===== config.mk =====
export PLATFORM = sky130hd
export DESIGN_NAME = adsr_envelope_generator_flat
export DESIGN_NICKNAME = d
export VERILOG_FILES = /design/src/rtl/core/adsr_pkg.sv /design/src/rtl/core/adsr_in_if.sv /design/src/rtl/core/adsr_out_if.sv /design/src/rtl/core/adsr_envelope_generator.sv /design/src/flat_wrapper.sv
export SDC_FILE = /design/constraint.sdc
export NUM_CORES = 1
export LEC_CHECK = 0
export BUFFER_PORTS_ARGS = -buffer_cell sky130_fd_sc_hd__buf_4
export CAP_MARGIN = 40
export CORE_ASPECT_RATIO = 1.2
export CORE_MARGIN = 3
export CORE_UTILIZATION = 63
export DETAILED_ROUTE_END_ITERATION = 7
export GPL_TIMING_DRIVEN = 0
export PLACE_DENSITY_LB_ADDON = 0.12
export SETUP_SLACK_MARGIN = 0.4
export SLEW_MARGIN = 20
export SYNTH_ARGS = -nofsm -noshare
export SYNTH_HDL_FRONTEND = slang
export SYNTH_SLANG_ARGS = --single-unit
export TNS_END_PERCENT = 100

===== constraint.sdc =====
create_clock -name clk -period 8.3 [get_ports clk]
set_clock_uncertainty 0.2 [all_clocks]
set_input_delay 1.245 -clock clk [delete_from_list [all_inputs] [get_ports clk]]
set_output_delay 1.245 -clock clk [all_outputs]
set_load 0.05 [all_outputs]

===== src/rtl/core/adsr_pkg.sv =====
// Shared types, codes and constants of the envelope generator.
package adsr_pkg;

  localparam int TIME_BITS_DEF   = 32;
  localparam int SAMPLE_BITS_DEF = 16;
  localparam int DUR_W           = 24;
  localparam int LVL_W           = 16;
  localparam int NUM_W           = DUR_W + LVL_W;
  localparam int ACT_W           = 2;
  localparam int CFG_IDX_W       = 3;
  localparam int CFG_DATA_W      = 24;

  typedef logic [ACT_W-1:0]     action_t;
  typedef logic [CFG_IDX_W-1:0] cfg_idx_t;
  typedef logic [DUR_W-1:0]     dur_t;
  typedef logic [LVL_W-1:0]     lvl_t;

  localparam action_t ACT_SAMPLE = 2'd0;
  localparam action_t ACT_START  = 2'd1;
  localparam action_t ACT_STOP   = 2'd2;

  localparam cfg_idx_t REG_ATTACK  = 3'd0;
  localparam cfg_idx_t REG_DECAY   = 3'd1;
  localparam cfg_idx_t REG_RELEASE = 3'd2;
  localparam cfg_idx_t REG_PEAK    = 3'd3;
  localparam cfg_idx_t REG_HOLD    = 3'd4;

  localparam dur_t ATTACK_RST  = 24'd4800;
  localparam dur_t DECAY_RST   = 24'd4800;
  localparam dur_t RELEASE_RST = 24'd4800;
  localparam lvl_t PEAK_RST    = 16'd32768;
  localparam lvl_t HOLD_RST    = 16'd26214;

  localparam lvl_t LEVEL_ONE   = 16'd32768;
  localparam lvl_t LEVEL_FLOOR = 16'd3;

endpackage


===== src/rtl/core/adsr_in_if.sv =====
// Input channel of the envelope generator: action, time stamp and wave sample.
interface adsr_in_if #(
  parameter int TIME_BITS   = adsr_pkg::TIME_BITS_DEF,
  parameter int SAMPLE_BITS = adsr_pkg::SAMPLE_BITS_DEF
);
  import adsr_pkg::*;

  logic                          valid;
  logic                          ready;
  action_t                       action;
  logic [TIME_BITS-1:0]          now;
  logic signed [SAMPLE_BITS-1:0] wave_sample;

  modport source (output valid, action, now, wave_sample, input ready);
  modport sink (input valid, action, now, wave_sample, output ready);
endinterface


===== src/rtl/core/adsr_out_if.sv =====
// Result channel of the envelope generator: shaped sample and applied level.
interface adsr_out_if #(
  parameter int SAMPLE_BITS = adsr_pkg::SAMPLE_BITS_DEF
);
  import adsr_pkg::*;

  logic                          valid;
  logic                          ready;
  logic signed [SAMPLE_BITS-1:0] shaped_sample;
  lvl_t                          level;

  modport source (output valid, shaped_sample, level, input ready);
  modport sink (input valid, shaped_sample, level, output ready);
endinterface


===== src/rtl/core/adsr_envelope_generator.sv =====
// Timestamped ADSR envelope generator with a bit-serial datapath.
//
// Channel   Direction  Handshake      Word
// in_ch     in         valid/ready    action, now, wave_sample
// out_ch    out        valid/ready    shaped_sample, level
// cfg_*     in         cfg_we         cfg_index, cfg_wdata
//
// A start or stop word leaves the input ready. A sample word holds the input off while it
// runs its steps in order: setup in S_SEL and, past the attack, S_DEC, then the serial
// multiply-accumulate, restoring divider, clamp, serial output multiply and hand-off.
// Sustain and a finished release skip the multiply-accumulate and the divider.
// Synchronous reset loads the register defaults and clears the gate and time marks.
// A finished word waits in the output register; the last step holds while it is full.
module adsr_envelope_generator #(
  parameter int TIME_BITS   = adsr_pkg::TIME_BITS_DEF,
  parameter int SAMPLE_BITS = adsr_pkg::SAMPLE_BITS_DEF
) (
  input  logic                             clk,
  input  logic                             rst_n,
  adsr_in_if.sink                          in_ch,
  adsr_out_if.source                       out_ch,
  input  logic                             cfg_we,
  input  logic [adsr_pkg::CFG_IDX_W-1:0]   cfg_index,
  input  logic [adsr_pkg::CFG_DATA_W-1:0]  cfg_wdata
);
  import adsr_pkg::*;

  localparam int DW    = (TIME_BITS > DUR_W) ? TIME_BITS : DUR_W;
  localparam int PW    = SAMPLE_BITS + LVL_W;
  localparam int CNT_W = $clog2(DUR_W);

  localparam logic [2:0] S_IDLE  = 3'd0;
  localparam logic [2:0] S_SEL   = 3'd1;
  localparam logic [2:0] S_DEC   = 3'd2;
  localparam logic [2:0] S_MAC   = 3'd3;
  localparam logic [2:0] S_DIV   = 3'd4;
  localparam logic [2:0] S_CLAMP = 3'd5;
  localparam logic [2:0] S_SCALE = 3'd6;
  localparam logic [2:0] S_DONE  = 3'd7;

  logic [2:0]                    state_r, state_nxt;
  logic [CNT_W-1:0]              cnt_r, cnt_nxt;
  dur_t                          attack_r, decay_r, release_r;
  lvl_t                          peak_r, hold_r;
  logic                          gate_r, gate_nxt;
  logic [TIME_BITS-1:0]          on_time_r, on_time_nxt;
  logic [TIME_BITS-1:0]          off_time_r, off_time_nxt;
  logic [DW-1:0]                 diff_r, diff_nxt;
  logic signed [SAMPLE_BITS-1:0] wave_r, wave_nxt;
  dur_t                          x_r, x_nxt, y_r, y_nxt, div_r, div_nxt;
  lvl_t                          wx_r, wx_nxt, wy_r, wy_nxt;
  logic [NUM_W-1:0]              acc_r, acc_nxt;
  lvl_t                          lvl_r, lvl_nxt, sh_r, sh_nxt;
  logic [PW-1:0]                 prod_r, prod_nxt;
  logic                          out_valid_r, out_valid_nxt;
  logic signed [SAMPLE_BITS-1:0] shaped_r, shaped_nxt;
  lvl_t                          level_r, level_nxt;

  logic [TIME_BITS-1:0] elapsed;
  dur_t                 a_eff, d_eff, r_eff;
  logic [DUR_W:0]       div_t_w, div_sub;
  logic                 q_bit;
  logic [PW-1:0]        wave_ext;
  lvl_t                 lvl_clamped;

  function automatic lvl_t clamp_level(input lvl_t q);
    lvl_t res;
    res = q;
    if (q > LEVEL_ONE) begin
      res = LEVEL_ONE;
    end else if (q <= LEVEL_FLOOR) begin
      res = '0;
    end
    return res;
  endfunction

  assign in_ch.ready          = (state_r == S_IDLE);
  assign out_ch.valid         = out_valid_r;
  assign out_ch.shaped_sample = shaped_r;
  assign out_ch.level         = level_r;

  assign elapsed  = in_ch.now - (gate_r ? on_time_r : off_time_r);
  assign a_eff    = (attack_r == '0) ? DUR_W'(1) : attack_r;
  assign d_eff    = (decay_r == '0) ? DUR_W'(1) : decay_r;
  assign r_eff    = (release_r == '0) ? DUR_W'(1) : release_r;
  assign div_t_w  = {acc_r[NUM_W-1:LVL_W], acc_r[LVL_W-1]};
  assign div_sub  = div_t_w - {1'b0, div_r};
  assign q_bit    = (div_t_w >= {1'b0, div_r});
  assign wave_ext = {{LVL_W{wave_r[SAMPLE_BITS-1]}}, wave_r};
  assign lvl_clamped = clamp_level(acc_r[LVL_W-1:0]);

  always_comb begin
    state_nxt     = state_r;
    cnt_nxt       = cnt_r;
    gate_nxt      = gate_r;
    on_time_nxt   = on_time_r;
    off_time_nxt  = off_time_r;
    diff_nxt      = diff_r;
    wave_nxt      = wave_r;
    x_nxt         = x_r;
    y_nxt         = y_r;
    wx_nxt        = wx_r;
    wy_nxt        = wy_r;
    div_nxt       = div_r;
    acc_nxt       = acc_r;
    lvl_nxt       = lvl_r;
    sh_nxt        = sh_r;
    prod_nxt      = prod_r;
    out_valid_nxt = out_valid_r;
    shaped_nxt    = shaped_r;
    level_nxt     = level_r;

    if (out_valid_r && out_ch.ready) begin
      out_valid_nxt = 1'b0;
    end

    unique case (state_r)
      S_IDLE: begin
        if (in_ch.valid) begin
          unique case (in_ch.action)
            ACT_START: begin
              if (!gate_r) begin
                gate_nxt    = 1'b1;
                on_time_nxt = in_ch.now;
              end
            end
            ACT_STOP: begin
              if (gate_r) begin
                gate_nxt     = 1'b0;
                off_time_nxt = in_ch.now;
              end
            end
            ACT_SAMPLE: begin
              diff_nxt  = DW'(elapsed);
              wave_nxt  = in_ch.wave_sample;
              state_nxt = S_SEL;
            end
            default: begin
            end
          endcase
        end
      end
      S_SEL: begin
        cnt_nxt = '0;
        acc_nxt = '0;
        y_nxt   = '0;
        wy_nxt  = '0;
        if (gate_r) begin
          if (diff_r <= DW'(a_eff)) begin
            x_nxt     = diff_r[DUR_W-1:0];
            wx_nxt    = peak_r;
            div_nxt   = a_eff;
            state_nxt = S_MAC;
          end else begin
            diff_nxt  = diff_r - DW'(a_eff);
            state_nxt = S_DEC;
          end
        end else begin
          if (diff_r >= DW'(r_eff)) begin
            state_nxt = S_CLAMP;
          end else begin
            x_nxt     = r_eff - diff_r[DUR_W-1:0];
            wx_nxt    = hold_r;
            div_nxt   = r_eff;
            state_nxt = S_MAC;
          end
        end
      end
      S_DEC: begin
        if (diff_r <= DW'(d_eff)) begin
          x_nxt     = d_eff - diff_r[DUR_W-1:0];
          y_nxt     = diff_r[DUR_W-1:0];
          wx_nxt    = peak_r;
          wy_nxt    = hold_r;
          div_nxt   = d_eff;
          state_nxt = S_MAC;
        end else begin
          acc_nxt   = NUM_W'(hold_r);
          state_nxt = S_CLAMP;
        end
      end
      S_MAC: begin
        acc_nxt = {acc_r[NUM_W-2:0], 1'b0}
                + (x_r[DUR_W-1] ? NUM_W'(wx_r) : '0)
                + (y_r[DUR_W-1] ? NUM_W'(wy_r) : '0);
        x_nxt   = {x_r[DUR_W-2:0], 1'b0};
        y_nxt   = {y_r[DUR_W-2:0], 1'b0};
        cnt_nxt = cnt_r + 1'b1;
        if (cnt_r == CNT_W'(DUR_W - 1)) begin
          cnt_nxt   = '0;
          state_nxt = S_DIV;
        end
      end
      S_DIV: begin
        acc_nxt = {(q_bit ? div_sub[DUR_W-1:0] : div_t_w[DUR_W-1:0]),
                   acc_r[LVL_W-2:0], q_bit};
        cnt_nxt = cnt_r + 1'b1;
        if (cnt_r == CNT_W'(LVL_W - 1)) begin
          state_nxt = S_CLAMP;
        end
      end
      S_CLAMP: begin
        lvl_nxt   = lvl_clamped;
        sh_nxt    = lvl_clamped;
        prod_nxt  = '0;
        cnt_nxt   = '0;
        state_nxt = S_SCALE;
      end
      S_SCALE: begin
        prod_nxt = {prod_r[PW-2:0], 1'b0} + (sh_r[LVL_W-1] ? wave_ext : '0);
        sh_nxt   = {sh_r[LVL_W-2:0], 1'b0};
        cnt_nxt  = cnt_r + 1'b1;
        if (cnt_r == CNT_W'(LVL_W - 1)) begin
          state_nxt = S_DONE;
        end
      end
      S_DONE: begin
        if (!out_valid_r || out_ch.ready) begin
          out_valid_nxt = 1'b1;
          shaped_nxt    = prod_r[PW-2:LVL_W-1];
          level_nxt     = lvl_r;
          state_nxt     = S_IDLE;
        end
      end
    endcase
  end

  always_ff @(posedge clk) begin
    if (!rst_n) begin
      state_r     <= S_IDLE;
      gate_r      <= 1'b0;
      on_time_r   <= '0;
      off_time_r  <= '0;
      out_valid_r <= 1'b0;
    end else begin
      state_r     <= state_nxt;
      gate_r      <= gate_nxt;
      on_time_r   <= on_time_nxt;
      off_time_r  <= off_time_nxt;
      out_valid_r <= out_valid_nxt;
    end
  end

  always_ff @(posedge clk) begin
    if (!rst_n) begin
      attack_r  <= ATTACK_RST;
      decay_r   <= DECAY_RST;
      release_r <= RELEASE_RST;
      peak_r    <= PEAK_RST;
      hold_r    <= HOLD_RST;
    end else if (cfg_we) begin
      unique case (cfg_index)
        REG_ATTACK:  attack_r  <= cfg_wdata[DUR_W-1:0];
        REG_DECAY:   decay_r   <= cfg_wdata[DUR_W-1:0];
        REG_RELEASE: release_r <= cfg_wdata[DUR_W-1:0];
        REG_PEAK:    peak_r    <= cfg_wdata[LVL_W-1:0];
        REG_HOLD:    hold_r    <= cfg_wdata[LVL_W-1:0];
        default: begin
        end
      endcase
    end
  end

  always_ff @(posedge clk) begin
    cnt_r    <= cnt_nxt;
    diff_r   <= diff_nxt;
    wave_r   <= wave_nxt;
    x_r      <= x_nxt;
    y_r      <= y_nxt;
    wx_r     <= wx_nxt;
    wy_r     <= wy_nxt;
    div_r    <= div_nxt;
    acc_r    <= acc_nxt;
    lvl_r    <= lvl_nxt;
    sh_r     <= sh_nxt;
    prod_r   <= prod_nxt;
    shaped_r <= shaped_nxt;
    level_r  <= level_nxt;
  end

endmodule


===== src/flat_wrapper.sv =====
// flat-port wrapper written by rule: the top's interface ports become plain ports
module adsr_envelope_generator_flat import adsr_pkg::*;
#(
  parameter int TIME_BITS   = adsr_pkg::TIME_BITS_DEF,
  parameter int SAMPLE_BITS = adsr_pkg::SAMPLE_BITS_DEF
)
  (clk, rst_n, cfg_we, cfg_index, cfg_wdata, in_ch_valid, in_ch_action, in_ch_now, in_ch_wave_sample, in_ch_ready, out_ch_valid, out_ch_shaped_sample, out_ch_level, out_ch_ready);
  adsr_in_if #(.TIME_BITS(TIME_BITS), .SAMPLE_BITS(SAMPLE_BITS)) in_ch_i ();
  adsr_out_if #(.SAMPLE_BITS(SAMPLE_BITS)) out_ch_i ();
  input  logic clk;
  input  logic rst_n;
  input  logic cfg_we;
  input  logic [adsr_pkg::CFG_IDX_W-1:0] cfg_index;
  input  logic [adsr_pkg::CFG_DATA_W-1:0] cfg_wdata;
  input wire logic [$bits(in_ch_i.valid)-1:0] in_ch_valid;
  input wire logic [$bits(in_ch_i.action)-1:0] in_ch_action;
  input wire logic [$bits(in_ch_i.now)-1:0] in_ch_now;
  input wire logic [$bits(in_ch_i.wave_sample)-1:0] in_ch_wave_sample;
  output wire logic [$bits(in_ch_i.ready)-1:0] in_ch_ready;
  output wire logic [$bits(out_ch_i.valid)-1:0] out_ch_valid;
  output wire logic [$bits(out_ch_i.shaped_sample)-1:0] out_ch_shaped_sample;
  output wire logic [$bits(out_ch_i.level)-1:0] out_ch_level;
  input wire logic [$bits(out_ch_i.ready)-1:0] out_ch_ready;
  assign in_ch_i.valid = in_ch_valid;
  assign in_ch_i.action = in_ch_action;
  assign in_ch_i.now = in_ch_now;
  assign in_ch_i.wave_sample = in_ch_wave_sample;
  assign in_ch_ready = in_ch_i.ready;
  assign out_ch_valid = out_ch_i.valid;
  assign out_ch_shaped_sample = out_ch_i.shaped_sample;
  assign out_ch_level = out_ch_i.level;
  assign out_ch_i.ready = out_ch_ready;
  adsr_envelope_generator #(.TIME_BITS(TIME_BITS), .SAMPLE_BITS(SAMPLE_BITS)) u_core (.clk(clk), .rst_n(rst_n), .in_ch(in_ch_i), .out_ch(out_ch_i), .cfg_we(cfg_we), .cfg_index(cfg_index), .cfg_wdata(cfg_wdata));
endmodule

==> reports/metrics.yaml, run 1 <==
clocking:
  numCtsBuffers: 48
  holdBufCountCts: 0
  root_buffer: "clkbuf_16"
  post_cts_buffers: 0
  cts.clk_slew.worst_paths_ns: 0.06
  cts_tree: "built"
  h-tree-depth: 2
  cts_resized: 0
  clock-sinks: 465
  clock_path_buffers: 3
  clk_latency_ns: 0.61
sta:
  setup_viol: 0
  fmax_mhz: 167
  tightestPinTransition_ns: 0.938
  period_share: 0.722
  fin_tns_setup_ns: 0
  finalMaxSlewViolations: 0
  worst_slack_ns: 2.31
  min_period_ns: 5.99
  max_slew_margin: 0.374
  rsz0062_at_grt: "no"
  hold_viol_final: 0
run_status:
  status: "complete, but fails checks"
  violations: "design-rule violations"
route:
  drt_iter0_drc: 1947
  drc_errors: 5
  top_layer: "met5"
  routedWlPerCell_um: 22.6
  firstDrtPassIters: 8
  postRouteAntennaNets: 0
  met1Wirelength_um: 33800
  via_per_inst: 6.20
  wl_met2_um: 45000
  routed_wl_um: 93100
  route.met3.wl_um: 6360
  vias: 25527
placement:
  dp_hpwl_um: 71800
  place_ws_ns: 2.23
  gp_congestion: 1.08
  port_buffers: 114
  post_dp_cell_area_sq_mm: 0.0319
die:
  start_util: 0.644
  row_count: 86
  die_width_um: 205
  die-area_sq_mm: 0.0502
  io_pins: 116
  chipHeight_um: 245
  coreArea_sq_mm: 0.0465
setup_path:
  crit_path_end_kind: "flip-flop"
  crit_top_cell: "clkbuf_1"
  crit_chain: "clkbuf_1, buf_6, clkbuf_1, clkbuf_1, clkbuf_1, buf_6, mux2i_1, ha_1, a21oi_1, o21ai_0, a221oi_1, o21ai_0, a22oi_1, a21oi_1, o311a_1, or3b_1, a31oi_1"
  crit_path_max_incr_delay_ns: 0.68
  startpoint_type: "flip-flop"
  arrival_ns: 6.25
  crit_path_top_delay_cell: "clkbuf_1"
  cp_max_fo: 10
  critical_path_class: "reg -> reg"
  worstPathRequired_ns: 8.55
pwr:
  sw_frac_of_total: 0.277
  p_clk_frac: 0.380
  p_seq_frac: 0.458
  p_comb_frac: 0.162
  max-vdd-ir-drop_mv: 0.173
  switching_power_uw: 1580
  p_leak_uw: 0.0132
  p_int_uw: 4100
  power.total_uw: 5680
  power-per-cell-area_mw_per_mm2: 169
logic_synthesis:
  syn_area_per_cell_sq_um: 9.13
  synth_area_leaders: "edfxtp_1 29%, dfxtp_1 12%, ha_1 9.4%"
  seq_area_frac_synth: 0.409
  synth.top_cell.area_share: 0.293
  synth_top_cell_by_area: "edfxtp_1"
  synth_cell_types: 76
  synthTopCellsByCount: "535 x nand2_1, 292 x edfxtp_1, 224 x ha_1, 222 x inv_1, 180 x o21ai_0"
  yosysWarningCount: 0
  async_flop_share: 0
  ys.flop_type: "edfxtp_1"
  synth-edff-count: 292
  synth_area_sq_mm: 0.0299
  yosysMostFrequentCell: "nand2_1"
  synth_fp_nets: 3607
  synth-seq-cells: 465
  postSynthCellCount: 3279
global_routing:
  gr-total-overflow: 0
  antenna_found_initial: 3
  grt_usage: 0.363
  grt_pass1_vias: 25068
  grt_pass1_wl_um: 140000
  grt_max_degree: 48
layout:
  drive_gt1_frac: 0.0779
  final_net_count: 3794
  finish.utilization: 0.721
  diodes: 0
  postLayoutCellArea_sq_mm: 0.0335
  multi_input_area_sq_mm: 0.0163
  area_delta_synth_final_pct: 12.0
  regArea_sq_mm: 0.0122
  fill_cells: 3520
job:
  drv_cap: 0
hold_path:
  hold_path.class: "reg -> reg"
## per-layer routing
metal  vias up  track usage
met5         -            0
li1      12061            -
met4         2        0.249
met1     11983        0.409
met2      1158        0.634
met3       323       0.0523
## per-stage QoR
step | hold WS [ns] | cells
2_1_floorplan | 0.200 | 3279
3_3_place_gp | 0.201 | 4009
3_5_place_dp | 0.205 | 4025
4_1_cts | 0.219 | 4112
5_1_grt | 0.234 | 4119
6_report | 0.218 | 4119
## state kept, by name, summed over array words and instances (netlist names), 31 cells and up
name,flops
u_core.acc_r,40
u_core.diff_r,32
u_core.off_time_r,32
u_core.on_time_r,32
u_core.prod_r,31
## cell type report
| cell class | instances | area share |
|---|---|---|
| sequential | 465 | 0.365 |
| buffer | 182 | 0.0205 |
| inverter | 222 | 0.0249 |
| clock inverter | 17 | 0.00370 |
| clock buffer | 70 | 0.0428 |
| multi-input combinational | 2410 | 0.485 |
| tap | 616 | 0.0230 |
| timing repair buffer | 137 | 0.0351 |
## logic make-up after synthesis
kind of cell,share of synthesized area
buffers and inverters,0.0507
muxes,0.0347
and+or+nand+nor,0.158
AOI/OAI and AO/OA,0.199
adders and majority gates,0.108
xor gates and xnor gates,0.0410
DFF,0.409
## cell usage in the layout (no fill, tap or decap), types with 60 or more instances in the layout
cell type,n
clkbuf_1,183
nor2_1,142
ha_1,224
edfxtp_1,292
nand2_1,535
a21boi_0,150
a21o_1,108
xor2_1,60
inv_1,222
buf_4,116
xnor2_1,80
a21oi_1,174
o21ai_0,178
dfxtp_1,173
mux2i_1,71
## worst max-delay path, delay by kind of cell, from the launching register on
kind,cells,cell delay (ns)
buffers and inverters,6,2.47
and+or+nand+nor,1,0.35
adders and majority gates,1,0.32
muxes,1,0.21
AOI/OAI and AO/OA,8,1.95
DFF,1,0.33
## worst paths after layout
check                   from                      to  slack, ns  cells after the start
min reg2reg  u_core.lvl_r[9]  u_core.out_ch.level[9]       0.22                      0
max reg2reg    u_core.gate_r       u_core.diff_r[31]       2.31                     17
min          u_core.lvl_r[9]  u_core.out_ch.level[9]       0.22                      0
max            u_core.gate_r       u_core.diff_r[31]       2.31                     17
## power by group through the flow
stage	logic [uW]	registers, uW	clock network, uW
after detailed placement	886	2650	0
final	920	2600	2160
after CTS	896	2600	2170
after global routing	999	2600	2260
after floorplan	622	2620	0
after global placement	846	2650	0
Note: power is estimated with default switching activity, not from simulation.
==> run 2, diff against run 1 <==
--- a/config.mk
+++ b/config.mk
@@ -9,7 +9,7 @@
 export CAP_MARGIN = 40
 export CORE_ASPECT_RATIO = 1.2
 export CORE_MARGIN = 3
-export CORE_UTILIZATION = 63
+export CORE_UTILIZATION = 57
 export DETAILED_ROUTE_END_ITERATION = 7
 export GPL_TIMING_DRIVEN = 0
 export PLACE_DENSITY_LB_ADDON = 0.12
==> constraint.sdc (replaced) <==
create_clock -name clk -period 5.5 [get_ports clk]
set_clock_uncertainty 0.2 [all_clocks]
set_input_delay 0.825 -clock clk [delete_from_list [all_inputs] [get_ports clk]]
set_output_delay 0.825 -clock clk [all_outputs]
set_load 0.05 [all_outputs]
==> reports/metrics.yaml, run 2 (synthesis gave the netlist of run 1 again) <==
setup_path:
  cp_max_fo: 26
  rrSetupSlack_ns: 0.53
  crit_path_max_incr_delay_ns: 0.47
  crit_path_top_delay_cell: "dfxtp_1"
  startpoint_type: "flip-flop"
  timing.rr.end: "u_core.wx_r[6]"
  crit_path_end_kind: "flip-flop"
  crit_chain: "nor4_1, nand4_1, o21bai_2, ha_1, fa_1, nor2b_1, o31ai_1, a21oi_1, a21oi_2, o21a_1, a31oi_2, a21boi_1, o21bai_1, o21ai_4, buf_16"
  crit_start: "u_core.attack_r[1]"
  r2r-start: "u_core.attack_r[1]"
  critical_path_class: "reg -> reg"
  worstPathRequired_ns: 5.61
  r2r_cells: 15
  arrival_ns: 5.08
pwr:
  p_leak_uw: 0.0134
  p_int_uw: 6500
  power-per-cell-area_mw_per_mm2: 263
  switching_power_uw: 2420
  p_seq_frac: 0.440
  power.total_uw: 8920
  max-vdd-ir-drop_mv: 0.248
  sw_frac_of_total: 0.271
  p_clk_frac: 0.404
  p_comb_frac: 0.157
layout:
  final_net_count: 3802
  postLayoutCellArea_sq_mm: 0.0339
  final_common_cell: "nand2_1"
  drive_gt1_frac: 0.0851
  diodes: 0
  stdcell_count: 4212
  largest-register: "u_core.acc_r"
  most-common-layout-cells: "535 x nand2_1, 292 x edfxtp_1, 224 x ha_1, 222 x inv_1"
  area_delta_synth_final_pct: 13.4
  largest_reg_flops: 40
die:
  start_util: 0.579
  die_width_um: 215
  chipHeight_um: 257
  row_count: 91
  io_pins: 116
  coreArea_sq_mm: 0.0517
  die-area_sq_mm: 0.0553
clocking:
  clock-sinks: 465
  cts_tree: "built"
  clock_path_buffers: 3
  h-tree-depth: 2
  root_buffer: "clkbuf_16"
  clk_latency_ns: 0.61
  cts.clk_slew.worst_paths_ns: 0.07
  numCtsBuffers: 50
route:
  via_per_inst: 6.02
  routedWlPerCell_um: 22.1
  firstDrtPassIters: 5
  postRouteAntennaNets: 0
  drc_errors: 0
  vias: 25345
  routed_wl_um: 93000
  drt_iter0_drc: 1858
sta:
  period_share: 0.904
  fmax_mhz: 201
  max_slew_margin: 0.391
  tightestPinTransition_ns: 0.911
  hold_viol_final: 0
  fin_tns_setup_ns: 0
  worst_slack_ns: 0.527
  min_period_ns: 4.97
  finalMaxSlewViolations: 0
  setup_viol: 0
  rsz0062_at_grt: "no"
placement:
  port_buffers: 114
  place_ws_ns: -0.157
  dp_cells: 4110
  gp_congestion: 1.04
  post_dp_cell_area_sq_mm: 0.0320
  dp_hpwl_um: 73200
global_routing:
  grt-busiest-layer: "met2"
  grtUsageMet1: 0.368
  grtUsageMet2: 0.580
  global_route.usage.met3: 0.0431
  grt_usage: 0.328
  grt_pass1_wl_um: 141000
  gr-total-overflow: 0
  grt_max_degree: 48
  antenna_found_initial: 0
  grt_pass1_vias: 24840
hold_path:
  hp-start: "in_ch_wave_sample[14]"
  hold_path.class: "in -> reg"
  holdPathStages: 1
  min_to: "u_core.wave_r[14]"
run_status:
  status: "complete, no violations"
job:
  drv_cap: 0
==> run 2: power groups by stage <==
stage / clock network (uW) / registers [uW] / logic [uW]
6_report: 3600 / 3920 / 1400
5_1_grt: 3790 / 3930 / 1520
4_1_cts: 3650 / 3920 / 1360
3_5_place_dp: 0 / 3990 / 1350
3_3_place_gp: 0 / 3990 / 1290
2_1_floorplan: 0 / 3950 / 939
==> run 2: worst max-delay path by stage <==
stage	end	slack, ns	depth (start not counted)
2_1_floorplan	u_core.x_r[0]	0.96	14
3_3_place_gp	u_core.x_r[0]	-1.24	14
3_5_place_dp	u_core.wx_r[8]	-0.16	15
4_1_cts	u_core.x_r[0]	0.45	15
5_1_grt	u_core.diff_r[31]	0.43	16
6_report	u_core.wx_r[6]	0.53	15
==> run 2: layout make-up <==
cell class	count	area, sq um
fill	4374	17700
inverter	222	833
clock inverter	24	283
buffer	182	693
multi-input combinational	2410	16300
sequential	465	12200
timing repair buffer	143	1270
tap	697	872
clock buffer	69	1480
==> run 2: what timing repair did <==
| item | in CTS | in global routing |
|---|---|---|
| hold buffers | 0 | 0 |
| setup buffers | 3 | 1 |
| setup endpoints to repair | 106 | 75 |
| resized for setup | 9 | 6 |
| pin swaps | 1 | 1 |
==> run 2: metrics by stage <==
stage,util,hold slack [ns]
global route,0.657,0.172
floorplan,-,0.200
detailed placement,0.620,0.205
CTS,0.655,0.169
global placement,0.613,0.201
finish,0.657,0.200
==> run 2: per-layer routing <==
metal | part of all wire | vias to the layer above
met1 | 0.37 | 12032
met3 | 0.059 | 268
met5 | 0 | -
met4 | 0.081 | 0
met2 | 0.49 | 950
li1 | - | 12095
==> run 2: critical path, delay by kind of cell (launching register included) <==
kind,cells,cell delay [ns]
AO/OA/AOI/OAI,9,2.73
flip-flops,1,0.47
buffers and inverters,1,0.21
adder cells (fa/ha/maj),2,0.48
AND/OR/NAND/NOR,3,0.57
==> run 3, diff against run 2 <==
--- a/config.mk
+++ b/config.mk
@@ -9,7 +9,7 @@
 export CAP_MARGIN = 40
 export CORE_ASPECT_RATIO = 1.2
 export CORE_MARGIN = 3
-export CORE_UTILIZATION = 57
+export CORE_UTILIZATION = 63
 export DETAILED_ROUTE_END_ITERATION = 7
 export GPL_TIMING_DRIVEN = 0
 export PLACE_DENSITY_LB_ADDON = 0.12
==> constraint.sdc (replaced) <==
create_clock -name clk -period 4.85 [get_ports clk]
set_clock_uncertainty 0.2 [all_clocks]
set_input_delay 0.7275 -clock clk [delete_from_list [all_inputs] [get_ports clk]]
set_output_delay 0.7275 -clock clk [all_outputs]
set_load 0.05 [all_outputs]
==> reports/metrics.yaml, run 3 (synthesis gave the netlist of run 1 again) <==
run_status:
  status: "complete, no violations"
clocking:
  clk_latency_ns: 0.63
  clock-sinks: 465
  cts.clk_slew.worst_paths_ns: 0.07
  root_buffer: "clkbuf_16"
  clock_path_buffers: 3
  numCtsBuffers: 47
  cts_tree: "built"
  h-tree-depth: 2
  holdBufCountCts: 0
pwr:
  power.total_uw: 10100
  max-vdd-ir-drop_mv: 0.356
  p_leak_uw: 0.0134
  power-per-cell-area_mw_per_mm2: 297
setup_path:
  crit_path_end_kind: "flip-flop"
  critical_path_class: "reg -> reg"
  startpoint_type: "flip-flop"
  arrival_ns: 4.49
  cp_max_fo: 13
  worstPathRequired_ns: 5.01
sta:
  tightestPinTransition_ns: 0.903
  hold_viol_final: 0
  fin_tns_setup_ns: 0
  fmax_mhz: 231
  timing.hold.ws_ns: 0.0954
  rsz0062_at_grt: "yes"
  finalMaxSlewViolations: 0
  setup_viol: 0
  max_slew_margin: 0.398
  period_share: 0.891
  min_period_ns: 4.32
layout:
  final_net_count: 3816
  area_delta_synth_final_pct: 13.8
  largest_reg_flops: 40
  largest-register: "u_core.acc_r"
  most-common-layout-cells: "535 x nand2_1, 292 x edfxtp_1, 223 x ha_1, 221 x inv_1, 173 x o21ai_0"
  drive_gt1_frac: 0.0967
  final_common_cell: "nand2_1"
route:
  vias: 26302
  via_per_inst: 6.35
  routedWlPerCell_um: 23.2
  drt_iter0_drc: 2435
  postRouteAntennaNets: 0
  drc_errors: 0
  routed_wl_um: 96300
  firstDrtPassIters: 8
job:
  drv_cap: 0
global_routing:
  grt_usage: 0.377
  grt_pass1_wl_um: 146000
  gr-total-overflow: 0
  grt_pass1_vias: 26164
  grt_max_degree: 48
  antenna_found_initial: 4
hold_path:
  hold_path.class: "in -> reg"
die:
  die-area_sq_mm: 0.0502
  io_pins: 116
  start_util: 0.644
  row_count: 86
  coreArea_sq_mm: 0.0465
  die_width_um: 205
  chipHeight_um: 245
placement:
  gp_congestion: 1.08
  port_buffers: 114
  dp_hpwl_um: 74100
run 3: worst max-delay path, cell delays in order (launching register included):
cell      delay, ns
dfxtp_1        0.32
clkbuf_4       0.20
buf_12         0.19
clkbuf_8       0.24
buf_4          0.21
buf_6          0.17
mux2i_1        0.22
ha_1           0.30
nor2b_2        0.18
o31a_1         0.35
o221ai_2       0.24
a211o_1        0.26
a21oi_1        0.14
o41ai_2        0.34
a21oi_1        0.16
o41ai_1        0.27
nor3_1         0.10
run 3: cell type report:
cell class                      count  area [sq um]
Multi-Input combinational cell   2411         16400
Fill cell                        3495         12400
Sequential cell                   465         12200
Clock buffer                       66          1420
Timing Repair Buffer              160          1360
Inverter                          222           833
Tap cell                          616           771
Buffer                            181           714
Clock inverter                     21           300
Antenna cell                        3          7.51
run 3: final timing paths:
check                                     startpoint                      end  slack, ns  cells past startpoint
worst max register to register         u_core.gate_r        u_core.diff_r[30]       0.53                     16
worst min register to register      u_core.lvl_r[12]  u_core.out_ch.level[12]       0.22                      0
worst min-delay path            in_ch_wave_sample[1]         u_core.wave_r[1]        0.1                      1
worst max-delay path                   u_core.gate_r        u_core.diff_r[30]       0.53                     16
run 3: report_power, final:
group	total (uW)	switching, uW	internal, uW	leakage [uW]
Combinational	1630	981	648	0.00848
Sequential	4460	127	4330	0.00413
Clock	4050	1660	2380	0.000839
run 3: what timing repair did:
action / in CTS / in global routing
setup buffers: 8 / 10
endpoints found under the setup margin: 143 / 129
resized for setup: 38 / 29
gates cloned: 1 / 0
pin swaps: 3 / 9
run 3: metal layers:
| layer | routed length (um) | GRT usage |
|---|---|---|
| met5 | 33 | 0 |
| met2 | 45600 | 0.639 |
| met3 | 7480 | 0.0694 |
| met1 | 34200 | 0.422 |
| met4 | 8950 | 0.282 |
run 3: metrics by stage:
stage / worst slack (ns) / cells / area, sq um / util
after floorplan: 0.398 / 3279 / 29900 / -
after CTS: 0.426 / 4127 / 33900 / 0.728
after global placement: -1.65 / 4009 / 31600 / 0.679
after detailed placement: -1.26 / 4032 / 31900 / 0.687
after global routing: 0.338 / 4142 / 34100 / 0.733
final: 0.528 / 4145 / 34100 / 0.733
